--- src/interval_range_value_table_macros.svh ---
// assertion macros for the interval range value table
`ifndef INTERVAL_RANGE_VALUE_TABLE_MACROS_SVH
`define INTERVAL_RANGE_VALUE_TABLE_MACROS_SVH

// same-cycle implication on clk, held off during reset
`define IVT_ASSERT_NOW(label, ante, cons, msg) \
    label: assert property (@(posedge clk) disable iff (!rst_n) (ante) |-> (cons)) \
        else $error(msg);

// next-cycle implication on clk, held off during reset
`define IVT_ASSERT_NEXT(label, ante, cons, msg) \
    label: assert property (@(posedge clk) disable iff (!rst_n) (ante) |=> (cons)) \
        else $error(msg);

`endif

--- src/ivt_pkg.sv ---
// shared types and codes for the interval range value table
package ivt_pkg;

    localparam int KEY_W   = 32;
    localparam int VAL_W   = 8;
    localparam int STAT_W  = 2;

    localparam logic       MODE_ASSIGN = 1'b0;
    localparam logic       MODE_LOOKUP = 1'b1;

    localparam logic [STAT_W-1:0] ST_DONE  = 2'd0;
    localparam logic [STAT_W-1:0] ST_FULL  = 2'd1;
    localparam logic [STAT_W-1:0] ST_EMPTY = 2'd2;

    typedef struct packed {
        logic signed [KEY_W-1:0] key;
        logic        [VAL_W-1:0] value;
    } entry_t;

endpackage

--- src/ivt_table_mem.sv ---
// double-banked boundary table memory, one write and one registered read per cycle
module ivt_table_mem #(
    parameter int DEPTH = 16
) (
    input  logic                          clk,
    input  logic                          rd_bank,
    input  logic [$clog2(DEPTH)-1:0]      rd_addr,
    output ivt_pkg::entry_t               rd_entry,
    input  logic                          wr_en,
    input  logic                          wr_bank,
    input  logic [$clog2(DEPTH)-1:0]      wr_addr,
    input  ivt_pkg::entry_t               wr_entry
);
    import ivt_pkg::*;

    entry_t mem [2][DEPTH];
    entry_t rd_entry_reg;

    always_ff @(posedge clk)
    begin
        if (wr_en)
        begin
            mem[wr_bank][wr_addr] <= wr_entry;
        end
        rd_entry_reg <= mem[rd_bank][rd_addr];
    end

    assign rd_entry = rd_entry_reg;

endmodule

--- src/ivt_seq.sv ---
// sequencer: scans the active bank, rebuilds into the other bank on assign
module ivt_seq #(
    parameter int DEPTH = 16
) (
    input  logic                              clk,
    input  logic                              rst_n,
    input  logic                              start,
    output logic                              busy,
    input  logic                              mode,
    input  logic signed [ivt_pkg::KEY_W-1:0]  range_begin,
    input  logic signed [ivt_pkg::KEY_W-1:0]  range_end,
    input  logic        [ivt_pkg::VAL_W-1:0]  new_value,
    input  logic signed [ivt_pkg::KEY_W-1:0]  query_key,
    input  logic                              cfg_we,
    input  logic        [ivt_pkg::VAL_W-1:0]  cfg_wdata,
    output logic                              done,
    output logic        [ivt_pkg::VAL_W-1:0]  read_value,
    output logic        [ivt_pkg::STAT_W-1:0] status,
    output logic                              rd_bank,
    output logic [$clog2(DEPTH)-1:0]          rd_addr,
    input  ivt_pkg::entry_t                   rd_entry,
    output logic                              wr_en,
    output logic                              wr_bank,
    output logic [$clog2(DEPTH)-1:0]          wr_addr,
    output ivt_pkg::entry_t                   wr_entry
);
    import ivt_pkg::*;

    localparam int AW = $clog2(DEPTH);
    localparam int CW = $clog2(DEPTH + 1);
    localparam int NW = $clog2(DEPTH + 3);

    localparam logic S_IDLE = 1'b0;
    localparam logic S_SCAN = 1'b1;

    logic                    state_reg,   state_next;
    logic                    mode_reg,    mode_next;
    logic signed [KEY_W-1:0] rb_reg,      rb_next;
    logic signed [KEY_W-1:0] thr_reg,     thr_next;
    logic        [VAL_W-1:0] nv_reg,      nv_next;
    logic        [VAL_W-1:0] v_reg,       v_next;
    logic        [CW-1:0]    i_reg,       i_next;
    logic        [NW-1:0]    wn_reg,      wn_next;
    logic                    rb_done_reg, rb_done_next;
    logic                    re_done_reg, re_done_next;
    logic                    bank_reg,    bank_next;
    logic        [CW-1:0]    count_reg,   count_next;
    logic        [VAL_W-1:0] default_reg, default_next;
    logic                    done_reg,    done_next;
    logic        [VAL_W-1:0] rv_reg,      rv_next;
    logic       [STAT_W-1:0] status_reg,  status_next;

    logic at_end;
    logic signed [KEY_W-1:0] cur_key;

    assign at_end  = (i_reg == count_reg);
    assign cur_key = rd_entry.key;

    always_comb
    begin
        state_next   = state_reg;
        mode_next    = mode_reg;
        rb_next      = rb_reg;
        thr_next     = thr_reg;
        nv_next      = nv_reg;
        v_next       = v_reg;
        i_next       = i_reg;
        wn_next      = wn_reg;
        rb_done_next = rb_done_reg;
        re_done_next = re_done_reg;
        bank_next    = bank_reg;
        count_next   = count_reg;
        default_next = cfg_we ? cfg_wdata : default_reg;
        done_next    = 1'b0;
        rv_next      = rv_reg;
        status_next  = status_reg;
        wr_en        = 1'b0;
        wr_entry     = rd_entry;

        case (state_reg)
            S_IDLE:
            begin
                if (start)
                begin
                    mode_next    = mode;
                    rb_next      = range_begin;
                    thr_next     = (mode == MODE_LOOKUP) ? query_key : range_end;
                    nv_next      = new_value;
                    v_next       = default_reg;
                    i_next       = '0;
                    wn_next      = '0;
                    rb_done_next = 1'b0;
                    re_done_next = 1'b0;
                    if (mode == MODE_ASSIGN && range_begin >= range_end)
                    begin
                        done_next   = 1'b1;
                        rv_next     = '0;
                        status_next = ST_EMPTY;
                    end
                    else
                    begin
                        state_next = S_SCAN;
                    end
                end
            end
            S_SCAN:
            begin
                if (mode_reg == MODE_LOOKUP)
                begin
                    if (at_end || cur_key > thr_reg)
                    begin
                        state_next  = S_IDLE;
                        done_next   = 1'b1;
                        rv_next     = v_reg;
                        status_next = ST_DONE;
                    end
                    else
                    begin
                        v_next = rd_entry.value;
                        i_next = i_reg + CW'(1);
                    end
                end
                else if (!rb_done_reg && (at_end || cur_key >= rb_reg))
                begin
                    wr_en          = (wn_reg < DEPTH);
                    wr_entry.key   = rb_reg;
                    wr_entry.value = nv_reg;
                    wn_next        = wn_reg + NW'(1);
                    rb_done_next   = 1'b1;
                end
                else if (!re_done_reg && (at_end || cur_key > thr_reg))
                begin
                    wr_en          = (wn_reg < DEPTH);
                    wr_entry.key   = thr_reg;
                    wr_entry.value = v_reg;
                    wn_next        = wn_reg + NW'(1);
                    re_done_next   = 1'b1;
                end
                else if (at_end)
                begin
                    state_next = S_IDLE;
                    done_next  = 1'b1;
                    rv_next    = '0;
                    if (wn_reg > DEPTH)
                    begin
                        status_next = ST_FULL;
                    end
                    else
                    begin
                        status_next = ST_DONE;
                        bank_next   = ~bank_reg;
                        count_next  = wn_reg[CW-1:0];
                    end
                end
                else
                begin
                    if (cur_key <= thr_reg)
                    begin
                        v_next = rd_entry.value;
                    end
                    if (cur_key < rb_reg || cur_key > thr_reg)
                    begin
                        wr_en   = (wn_reg < DEPTH);
                        wn_next = wn_reg + NW'(1);
                    end
                    i_next = i_reg + CW'(1);
                end
            end
            default:
            begin
                state_next = S_IDLE;
            end
        endcase
    end

    always_ff @(posedge clk or negedge rst_n)
    begin
        if (!rst_n)
        begin
            state_reg   <= S_IDLE;
            bank_reg    <= 1'b0;
            count_reg   <= '0;
            default_reg <= '0;
            done_reg    <= 1'b0;
            mode_reg    <= MODE_ASSIGN;
            rb_done_reg <= 1'b0;
            re_done_reg <= 1'b0;
            i_reg       <= '0;
            wn_reg      <= '0;
        end
        else
        begin
            state_reg   <= state_next;
            bank_reg    <= bank_next;
            count_reg   <= count_next;
            default_reg <= default_next;
            done_reg    <= done_next;
            mode_reg    <= mode_next;
            rb_done_reg <= rb_done_next;
            re_done_reg <= re_done_next;
            i_reg       <= i_next;
            wn_reg      <= wn_next;
        end
    end

    always_ff @(posedge clk)
    begin
        rb_reg     <= rb_next;
        thr_reg    <= thr_next;
        nv_reg     <= nv_next;
        v_reg      <= v_next;
        rv_reg     <= rv_next;
        status_reg <= status_next;
    end

    assign busy       = (state_reg != S_IDLE);
    assign done       = done_reg;
    assign read_value = rv_reg;
    assign status     = status_reg;
    assign rd_bank    = bank_reg;
    assign rd_addr    = (i_next < DEPTH) ? i_next[AW-1:0] : '0;
    assign wr_bank    = ~bank_reg;
    assign wr_addr    = wn_reg[AW-1:0];

endmodule

--- src/interval_range_value_table.sv ---
// top level of the interval range value table
//
// usage:
//   an item is taken on a rising edge with start high and busy low; mode 0
//   assigns new_value to keys in [range_begin, range_end), mode 1 looks up
//   query_key. each item gives one result: done is high for one cycle with
//   read_value and status, and the receiver cannot hold it off.
//   the default value is written with cfg_we and cfg_wdata while idle.
// operation:
//   empty-range assign: result in the cycle after the start, busy stays low
//   lookup: the scan stops at the first boundary above the key or at the end
//   assign: scans the table one entry per cycle, pausing to write each new
//   boundary; it reads the live bank and writes the rebuilt bank in turn
//   a new item may be started in the cycle its predecessor's result shows
// reset:
//   rst_n low empties the table (count zero) and clears the default value;
//   no clearing pass runs, the table accepts items right after reset
module interval_range_value_table #(
    parameter int TABLE_DEPTH = 16
) (
    input  logic                              clk,
    input  logic                              rst_n,
    input  logic                              start,
    output logic                              busy,
    input  logic                              mode,
    input  logic signed [ivt_pkg::KEY_W-1:0]  range_begin,
    input  logic signed [ivt_pkg::KEY_W-1:0]  range_end,
    input  logic        [ivt_pkg::VAL_W-1:0]  new_value,
    input  logic signed [ivt_pkg::KEY_W-1:0]  query_key,
    input  logic                              cfg_we,
    input  logic        [ivt_pkg::VAL_W-1:0]  cfg_wdata,
    output logic                              done,
    output logic        [ivt_pkg::VAL_W-1:0]  read_value,
    output logic        [ivt_pkg::STAT_W-1:0] status
);
    import ivt_pkg::*;

    localparam int AW = $clog2(TABLE_DEPTH);

    logic          rd_bank;
    logic [AW-1:0] rd_addr;
    entry_t        rd_entry;
    logic          wr_en;
    logic          wr_bank;
    logic [AW-1:0] wr_addr;
    entry_t        wr_entry;

    ivt_seq #(
        .DEPTH(TABLE_DEPTH)
    ) u_seq (
        .clk        (clk),
        .rst_n      (rst_n),
        .start      (start),
        .busy       (busy),
        .mode       (mode),
        .range_begin(range_begin),
        .range_end  (range_end),
        .new_value  (new_value),
        .query_key  (query_key),
        .cfg_we     (cfg_we),
        .cfg_wdata  (cfg_wdata),
        .done       (done),
        .read_value (read_value),
        .status     (status),
        .rd_bank    (rd_bank),
        .rd_addr    (rd_addr),
        .rd_entry   (rd_entry),
        .wr_en      (wr_en),
        .wr_bank    (wr_bank),
        .wr_addr    (wr_addr),
        .wr_entry   (wr_entry)
    );

    ivt_table_mem #(
        .DEPTH(TABLE_DEPTH)
    ) u_mem (
        .clk     (clk),
        .rd_bank (rd_bank),
        .rd_addr (rd_addr),
        .rd_entry(rd_entry),
        .wr_en   (wr_en),
        .wr_bank (wr_bank),
        .wr_addr (wr_addr),
        .wr_entry(wr_entry)
    );

`include "interval_range_value_table_macros.svh"

    `IVT_ASSERT_NEXT(a_empty_range, start && !busy && mode == MODE_ASSIGN && range_begin >= range_end, done && status == ST_EMPTY && read_value == '0, "empty range not reported at once")
    `IVT_ASSERT_NEXT(a_lookup_scans, start && !busy && mode == MODE_LOOKUP, busy && !done, "lookup did not enter the scan")
    `IVT_ASSERT_NOW(a_assign_zero, done && status != ST_DONE, read_value == '0 && (status == ST_FULL || status == ST_EMPTY), "refused item carries a value")
    `IVT_ASSERT_NOW(a_write_other_bank, wr_en, wr_bank != rd_bank, "write hit the live bank")

endmodule
--- config.mk ---
export PLATFORM = sky130hd
export DESIGN_NAME = interval_range_value_table
export DESIGN_NICKNAME = d
export VERILOG_FILES = /design/src/ivt_pkg.sv /design/src/ivt_table_mem.sv /design/src/ivt_seq.sv /design/src/interval_range_value_table.sv
export VERILOG_INCLUDE_DIRS = /design/src /design/src/src
export SDC_FILE = /design/constraint.sdc
export NUM_CORES = 2
export LEC_CHECK = 0
export BUFFER_PORTS_ARGS = -buffer_cell sky130_fd_sc_hd__buf_4
export CORE_MARGIN = 10
export CORE_UTILIZATION = 29
export DETAILED_ROUTE_END_ITERATION = 10
export PLACE_DENSITY = 0.45
export SKIP_CTS_REPAIR_TIMING = 1
export SLEW_MARGIN = 20
export SYNTH_ARGS = -nofsm -noshare
export SYNTH_HDL_FRONTEND = slang
export SYNTH_SLANG_ARGS = --single-unit
--- constraint.sdc ---
create_clock -name clk -period 6.8 [get_ports clk]
set_input_delay 0.68 -clock clk [delete_from_list [all_inputs] [get_ports clk]]
set_output_delay 0.68 -clock clk [all_outputs]
set_load 0.02 [all_outputs]
# ---- Word-level counts from Yosys, hierarchy flattened
# Memory sizes are Yosys's and may differ from the RTL's.
# Cells that the tools add are included.
dict set report totals {
  reg_bits 159
  mem_bits_rw 1280
  input_bits 117
  elab_cells 155
  mem_count 1
}
dict set report classes {
  add_sub_neg 2
  order_cmp 11
  n_eq_ne 16
  mux 82
  bitwise_logic 9
  reduce_logical 16
}
# memory words word_bits read_ports rd_ports_with_merged_regs write_ports line_no
set mem_list {}
lappend mem_list {u_mem.mem 2 640 1 0 1 ivt_table_mem.sv:16} ;# entry_t mem [2][DEPTH];
# op count
set op_table {}
lappend op_table {{$mux 640} 1}
lappend op_table {{$mux 40} 7}
lappend op_table {{$bmux 40 s4} 1}
lappend op_table {{$demux 40 s4} 1}
lappend op_table {{$mux 8} 14}
lappend op_table {{$ge 32x32->1} 2}
lappend op_table {{$mux 5} 12}
lappend op_table {{$gt 32x32->1} 1}
lappend op_table {{$le 32x32->1} 1}
lappend op_table {{$lt 32x32->1} 1}
lappend op_table {{$mux 32} 1}
lappend op_table {{$pmux 8 s2} 2}
lappend op_table {{$mux 1} 28}
lappend op_table {{$ne 3x3->1 const B} 7}
lappend op_table {{$pmux 5 s2} 2}
lappend op_table {{$reduce_and 6->1} 3}
lappend op_table {{$mux 2} 7}
lappend op_table {{$add 5x1->5 const B} 2}
lappend op_table {{$ge 5x5->1 const B} 2}
lappend op_table {{$lt 5x5->1 const B} 2}
lappend op_table {{$ne 2x2->1 const B} 5}
lappend op_table {{$not 4->5} 2}
lappend op_table {{$ne 4x4->1 const B} 2}
lappend op_table {{$pmux 1 s2} 4}
lappend op_table {{other kinds (13)} 26}

# ---- Depth between registers and ports, before layout
dict set report depth {
  word_depth 13
  ltp_mapped 18
  depth_no_buf 15
}

# ---- Modules after synthesis
# From an unflattened synthesis, not the netlist that was laid out.
dict set report unflattened {
  cells_unflattened 3613
  area_unflattened_um2 59081.7
}
# module instances cells_each area_per_inst_um2 seq_area_each_um2
set modules_own_cells {}
lappend modules_own_cells {ivt_table_mem 1 2813 50564.7 39237.6}
lappend modules_own_cells {ivt_seq 1 800 8516.9 3428.3}

# ---- Worst setup path after synthesis
# No wires, ideal clock.
dict set report synth_path {
  kind {register to register}
  startpoint {register u_seq.thr_reg[31]}
  endpoint {memory u_mem.mem[0][40] in the netlist's numbering, enable pin}
  setup_time_ns 0.438
  arrival_ns 4.833
  required_ns 6.362
  setup_slack_ns 1.530
  stages_incl_launch_ff 15
  path_buffers 1
  synth_period_minus_slack_ns 5.270
  path_cell_list {edfxtp_1 -> inv_1 -> ha_1 -> nand4_2 -> or4_1 -> o21a_1 -> and4_1 -> a31oi_4 -> a21oi_4 -> buf_6 -> a22o_1 -> a21oi_1 -> nor2b_1 -> nand2_1 -> nor2_1}
}
dict set report synth_via {
  elab_chain_cells 10
  elab_cells_between_ends 12
  cone_classes {1 x order compare; 8 x mux; 3 x reduce/logical}
}
# element line_no
set synth_rtl {}
lappend synth_rtl {{from (decl)} ivt_seq.sv:39} ;# logic signed [KEY_W-1:0] thr_reg, thr_next;
lappend synth_rtl {{from (signal assigned)} ivt_seq.sv:209} ;# thr_reg <= thr_next;
lappend synth_rtl {{$gt 32x32->1 *} {ivt_seq.sv:131, ivt_seq.sv:161}}
lappend synth_rtl {{$logic_or 1x1->1} ivt_seq.sv:161} ;# if (cur_key < rb_reg || cur_key > thr_reg)
lappend synth_rtl {{$mux 1} ivt_seq.sv:161}
lappend synth_rtl {{$mux 1} ivt_seq.sv:139} ;# else if (at_end)
lappend synth_rtl {{$mux 1 *} ivt_seq.sv:131} ;# else if (!re_done_reg && (at_end || cur_key > thr_reg))
lappend synth_rtl {{$mux 1 *} ivt_seq.sv:123} ;# else if (!rb_done_reg && (at_end || cur_key >= rb_reg))
lappend synth_rtl {{$mux 1 *} ivt_seq.sv:108} ;# if (mode_reg == MODE_LOOKUP)
lappend synth_rtl {{$mux 1 *} ivt_seq.sv:80} ;# case (state_reg)
lappend synth_rtl {{$mux 1 *} ivt_table_mem.sv:21} ;# if (wr_en)
lappend synth_rtl {{$mux 640 (not written as such) *} ivt_table_mem.sv:23} ;# mem[wr_bank][wr_addr] <= wr_entry;
lappend synth_rtl {{to (decl)} ivt_table_mem.sv:16}
# Mark *: on every way between the ends. The rest lies on a longest branch, timed or not.

# ---- Worst setup path in the final report
dict set report layout_path {
  startpoint {register u_mem.rd_entry_reg (netlist bit u_mem.rd_entry[30])}
  endpoint {register u_mem.rd_entry_reg (netlist bit u_mem.rd_entry[13])}
}
dict set report layout_via {
  elab_chain_cells 13
  elab_cells_between_ends 17
  cone_classes {3 x order compare; 9 x mux; 1 x bitwise; 4 x reduce/logical}
}
# element line_no
set layout_rtl {}
lappend layout_rtl {{from (decl)} ivt_table_mem.sv:17} ;# entry_t rd_entry_reg;
lappend layout_rtl {{from (signal assigned)} ivt_table_mem.sv:25} ;# rd_entry_reg <= mem[rd_bank][rd_addr];
lappend layout_rtl {{$gt 32x32->1} {ivt_seq.sv:110, ivt_seq.sv:131}}
lappend layout_rtl {{$logic_or 1x1->1} {ivt_seq.sv:110, ivt_seq.sv:131}}
lappend layout_rtl {{$logic_and 1x1->1} ivt_seq.sv:131}
lappend layout_rtl {{$mux 5} ivt_seq.sv:131}
lappend layout_rtl {{$mux 5} ivt_seq.sv:123}
lappend layout_rtl {{$mux 5 *} ivt_seq.sv:108}
lappend layout_rtl {{$pmux 5 s2 *} ivt_seq.sv:80}
lappend layout_rtl {{via u_seq.i_next[4]} ivt_seq.sv:42} ;# logic [CW-1:0] i_reg, i_next;
lappend layout_rtl {{$lt 5x5->1 *} ivt_seq.sv:221} ;# assign rd_addr = (i_next < DEPTH) ? i_next[AW-1:0] : '0;
lappend layout_rtl {{$mux 4 *} ivt_seq.sv:221}
lappend layout_rtl {{$not 4->5 (not written as such) *} ivt_table_mem.sv:25}
lappend layout_rtl {{$bmux 40 s4 *} ivt_table_mem.sv:25}
lappend layout_rtl {{$mux 40 (not written as such) * (2 in a row)} ivt_table_mem.sv:25}
# Mark *: on every way through the listed nets, which the timed path passes. The rest lies on a longest branch. The select of a mux whose other input is x is not followed.
# A chain may end at the register's enable or synchronous reset.

==> impl_metrics.env <==
export IMPL_dr_pass1_iters=5
export IMPL_cellLeakagePower_uw=0.0240
export IMPL_min_period_ps=5910
export IMPL_clockBufferDepth=3
export IMPL_nNetsFinal=4002
export IMPL_power_uw=33700
export IMPL_cts_sinks=1439
export IMPL_worst_pin_slew_ps=1360
export IMPL_comb_power_share=0.358
export IMPL_end_kind="flip-flop"
export IMPL_core_region_area_um2=205000
export IMPL_critical_path_class="flip-flop to flip-flop"
export IMPL_vias=31806
export IMPL_startpoint_type="flip-flop"
export IMPL_io_buffers=128
export IMPL_dp_cells=6306
export IMPL_hpwl_mm=113
export IMPL_post_route_period_util=0.869
export IMPL_grt_pass1_vias=32443
export IMPL_drc_errors=0
export IMPL_power_density_nw_per_um2=481
export IMPL_p_sw_frac=0.351
export IMPL_slew_viol_final=0
export IMPL_path_clk_slew_ps=60
export IMPL_synth_cell_type_count=69
export IMPL_pre_cts_slack_ps=938
export IMPL_p_clk_frac=0.252
export IMPL_root_buffer="clkbuf_16"
export IMPL_wire_per_inst_um=27.5
export IMPL_fp_dieH_um=473
export IMPL_routed_via_density=4.81
export IMPL_grt_pass1_wl_mm=255
export IMPL_synthTopCellsByArea="edfxtp_1 69%, mux2i_1 11%, mux2_2 5.8%"
export IMPL_die_x_um=473
export IMPL_cts_tree="done"
export IMPL_drive_above_1_share=0.229
export IMPL_fmax_mhz=169
export IMPL_seqPwrFrac=0.390
export IMPL_drv_cap=0
export IMPL_ant_nets=0
export IMPL_hold_violations=0
export IMPL_holdCritPathClass="input port to flip-flop"
export IMPL_die_area_um2=224000
export IMPL_skew_ps=36.8
export IMPL_synthCells=3513
export IMPL_final_cell_mix="1,370 x edfxtp_1, 643 x mux2i_1, 307 x mux2_2"
export IMPL_syn_nets=3731
export IMPL_htree_num_levels=4
export IMPL_ys_flop_type="edfxtp_1"
export IMPL_setup_tns_ps=0
export IMPL_numCtsBuffers=163
export IMPL_slew_headroom=0.0943
export IMPL_synth_edff_count=1370
export IMPL_largest_register_ffs=1280
export IMPL_grt_ovfl_total=0
export IMPL_yosysTopAreaCell="edfxtp_1"
export IMPL_drt_wl_total_mm=182
export IMPL_arrival_ps=6640
export IMPL_irDropWorstVdd_uv=392
export IMPL_start_util=0.291
export IMPL_synth_seq_area_share=0.716
export IMPL_synth_seq_cells=1439
export IMPL_grt_antenna_before_repair=8
export IMPL_num_rows=166
export IMPL_stdcell_count=6607
export IMPL_netSwitchingPower_uw=11800
export IMPL_drt_iter0_drc=2397
export IMPL_yosysWarnings=0
export IMPL_ios=129
export IMPL_status="finished clean"
export IMPL_synth_top_cell_area_share=0.691
export IMPL_synthToLayoutAreaGrowth_pct=17.7
export IMPL_grt_usage=0.158
export IMPL_setup_violations=0
export IMPL_grt_max_degree=139
export IMPL_place_gp_congestion=0.818
export IMPL_crit_required_ps=7530
export IMPL_syn_area_um2=59600
export IMPL_synthArstFlopShare=0.0202
export IMPL_path_max_fanout=27
export IMPL_rsz0062_at_grt="false"
export IMPL_layout_commonest_cell="edfxtp_1"
export IMPL_r2r_worst_path_cells=15
export IMPL_internal_power_uw=21900
export IMPL_worst_slack_ps=888
export IMPL_avgSynthCellArea_um2=17.0
export IMPL_hold_path_depth=1
export IMPL_clkLatencyLatePin_ps=810
worst max-delay path: stages, from the launching register on:
cell,delay (ps)
dfxtp_1,390
ha_1,340
nand4_1,290
nor4_1,1020
nand2b_1,200
o311ai_0,120
o41a_1,250
o21bai_2,400
o211ai_2,170
a311oi_4,420
inv_2,120
nor2_1,580
nand3_4,680
buf_4,480
o22ai_1,190
or4_1,140
path summary, 6_finish.rpt:
| path | start | endpoint | slack (ps) |
|---|---|---|---|
| min in group asynchronous | rst_n | u_seq.default_reg[7] | 380 |
| worst min-delay path | new_value[2] | u_seq.nv_reg[2] | 50 |
| worst min register to register | u_seq.default_reg[3] | u_seq.default_reg[3] | 510 |
| worst max-delay path | u_mem.rd_entry[30] | u_mem.rd_entry[13] | 890 |
| max in group asynchronous | rst_n | u_seq.rd_bank | 6010 |
| worst max register to register | u_mem.rd_entry[30] | u_mem.rd_entry[13] | 890 |
layer usage:
| layer | GRT usage | vias to the layer above | wire length, um |
|---|---|---|---|
| met5 | 0 | - | 0 |
| met4 | 0.0471 | 0 | 5080 |
| met3 | 0.0236 | 207 | 6910 |
| met2 | 0.263 | 698 | 87800 |
| met1 | 0.213 | 16514 | 81800 |
| li1 | - | 14387 | - |
synthesized netlist by cell type (all sizes together) (6+ instances only):
library cell	number
a22oi	40
mux2i	643
inv	111
nand3	20
a21o	11
dfrtp	29
buf	52
nor3	7
mux2	342
a21oi	36
nor2	54
nand2	104
dfxtp	40
nand4	23
o21ai	88
edfxtp	1370
o211ai	8
xor2	7
and3	12
o22ai	162
or4	42
ha	101
clkbuf	125
nand2b	6
nor2b	7
o21a	9
power by group through the flow:
stage | logic (uW) | registers [uW] | clock network, uW
2_1_floorplan | 7430 | 13300 | 0
3_3_place_gp | 12200 | 13300 | 0
3_5_place_dp | 12200 | 13300 | 0
4_1_cts | 12300 | 13200 | 8740
5_1_grt | 13000 | 13200 | 9080
6_report | 12100 | 13100 | 8500
final cells by class:
class	instances	area [um2]
Clock inverter	84	769
Tap cell	2688	3360
Timing Repair Buffer	283	2360
Multi-Input combinational cell	1785	16100
Fill cell	19400	134000
Antenna cell	2	5.00
Clock buffer	214	4410
Inverter	112	423
Sequential cell	1439	42700
metrics by stage:
step            util  hold slack [ps]  area (um2)
6_report       0.343             50.4       70100
4_1_cts        0.343             -235       70100
5_1_grt        0.343             2.20       70100
3_5_place_dp   0.317              495       64900
3_3_place_gp   0.317              489       64900
2_1_floorplan      -              384       59600
kinds of logic (layout without fill, tap and decap cells):
kind of cell / after synthesis / count (layout) / share of synthesized area
AO/OA/AOI/OAI: 388 / 388 / 0.0421
flip-flops: 1439 / 1439 / 0.716
AND/OR/NAND/NOR: 300 / 300 / 0.0257
multiplexers: 985 / 985 / 0.173
adder cells (fa/ha/maj): 101 / 101 / 0.0212
buffers and inverters: 289 / 693 / 0.0205
XOR/XNOR: 11 / 11 / 0.00162
other: 0 / 2 / 0
No activity file was read; power rests on OpenSTA's default activity.
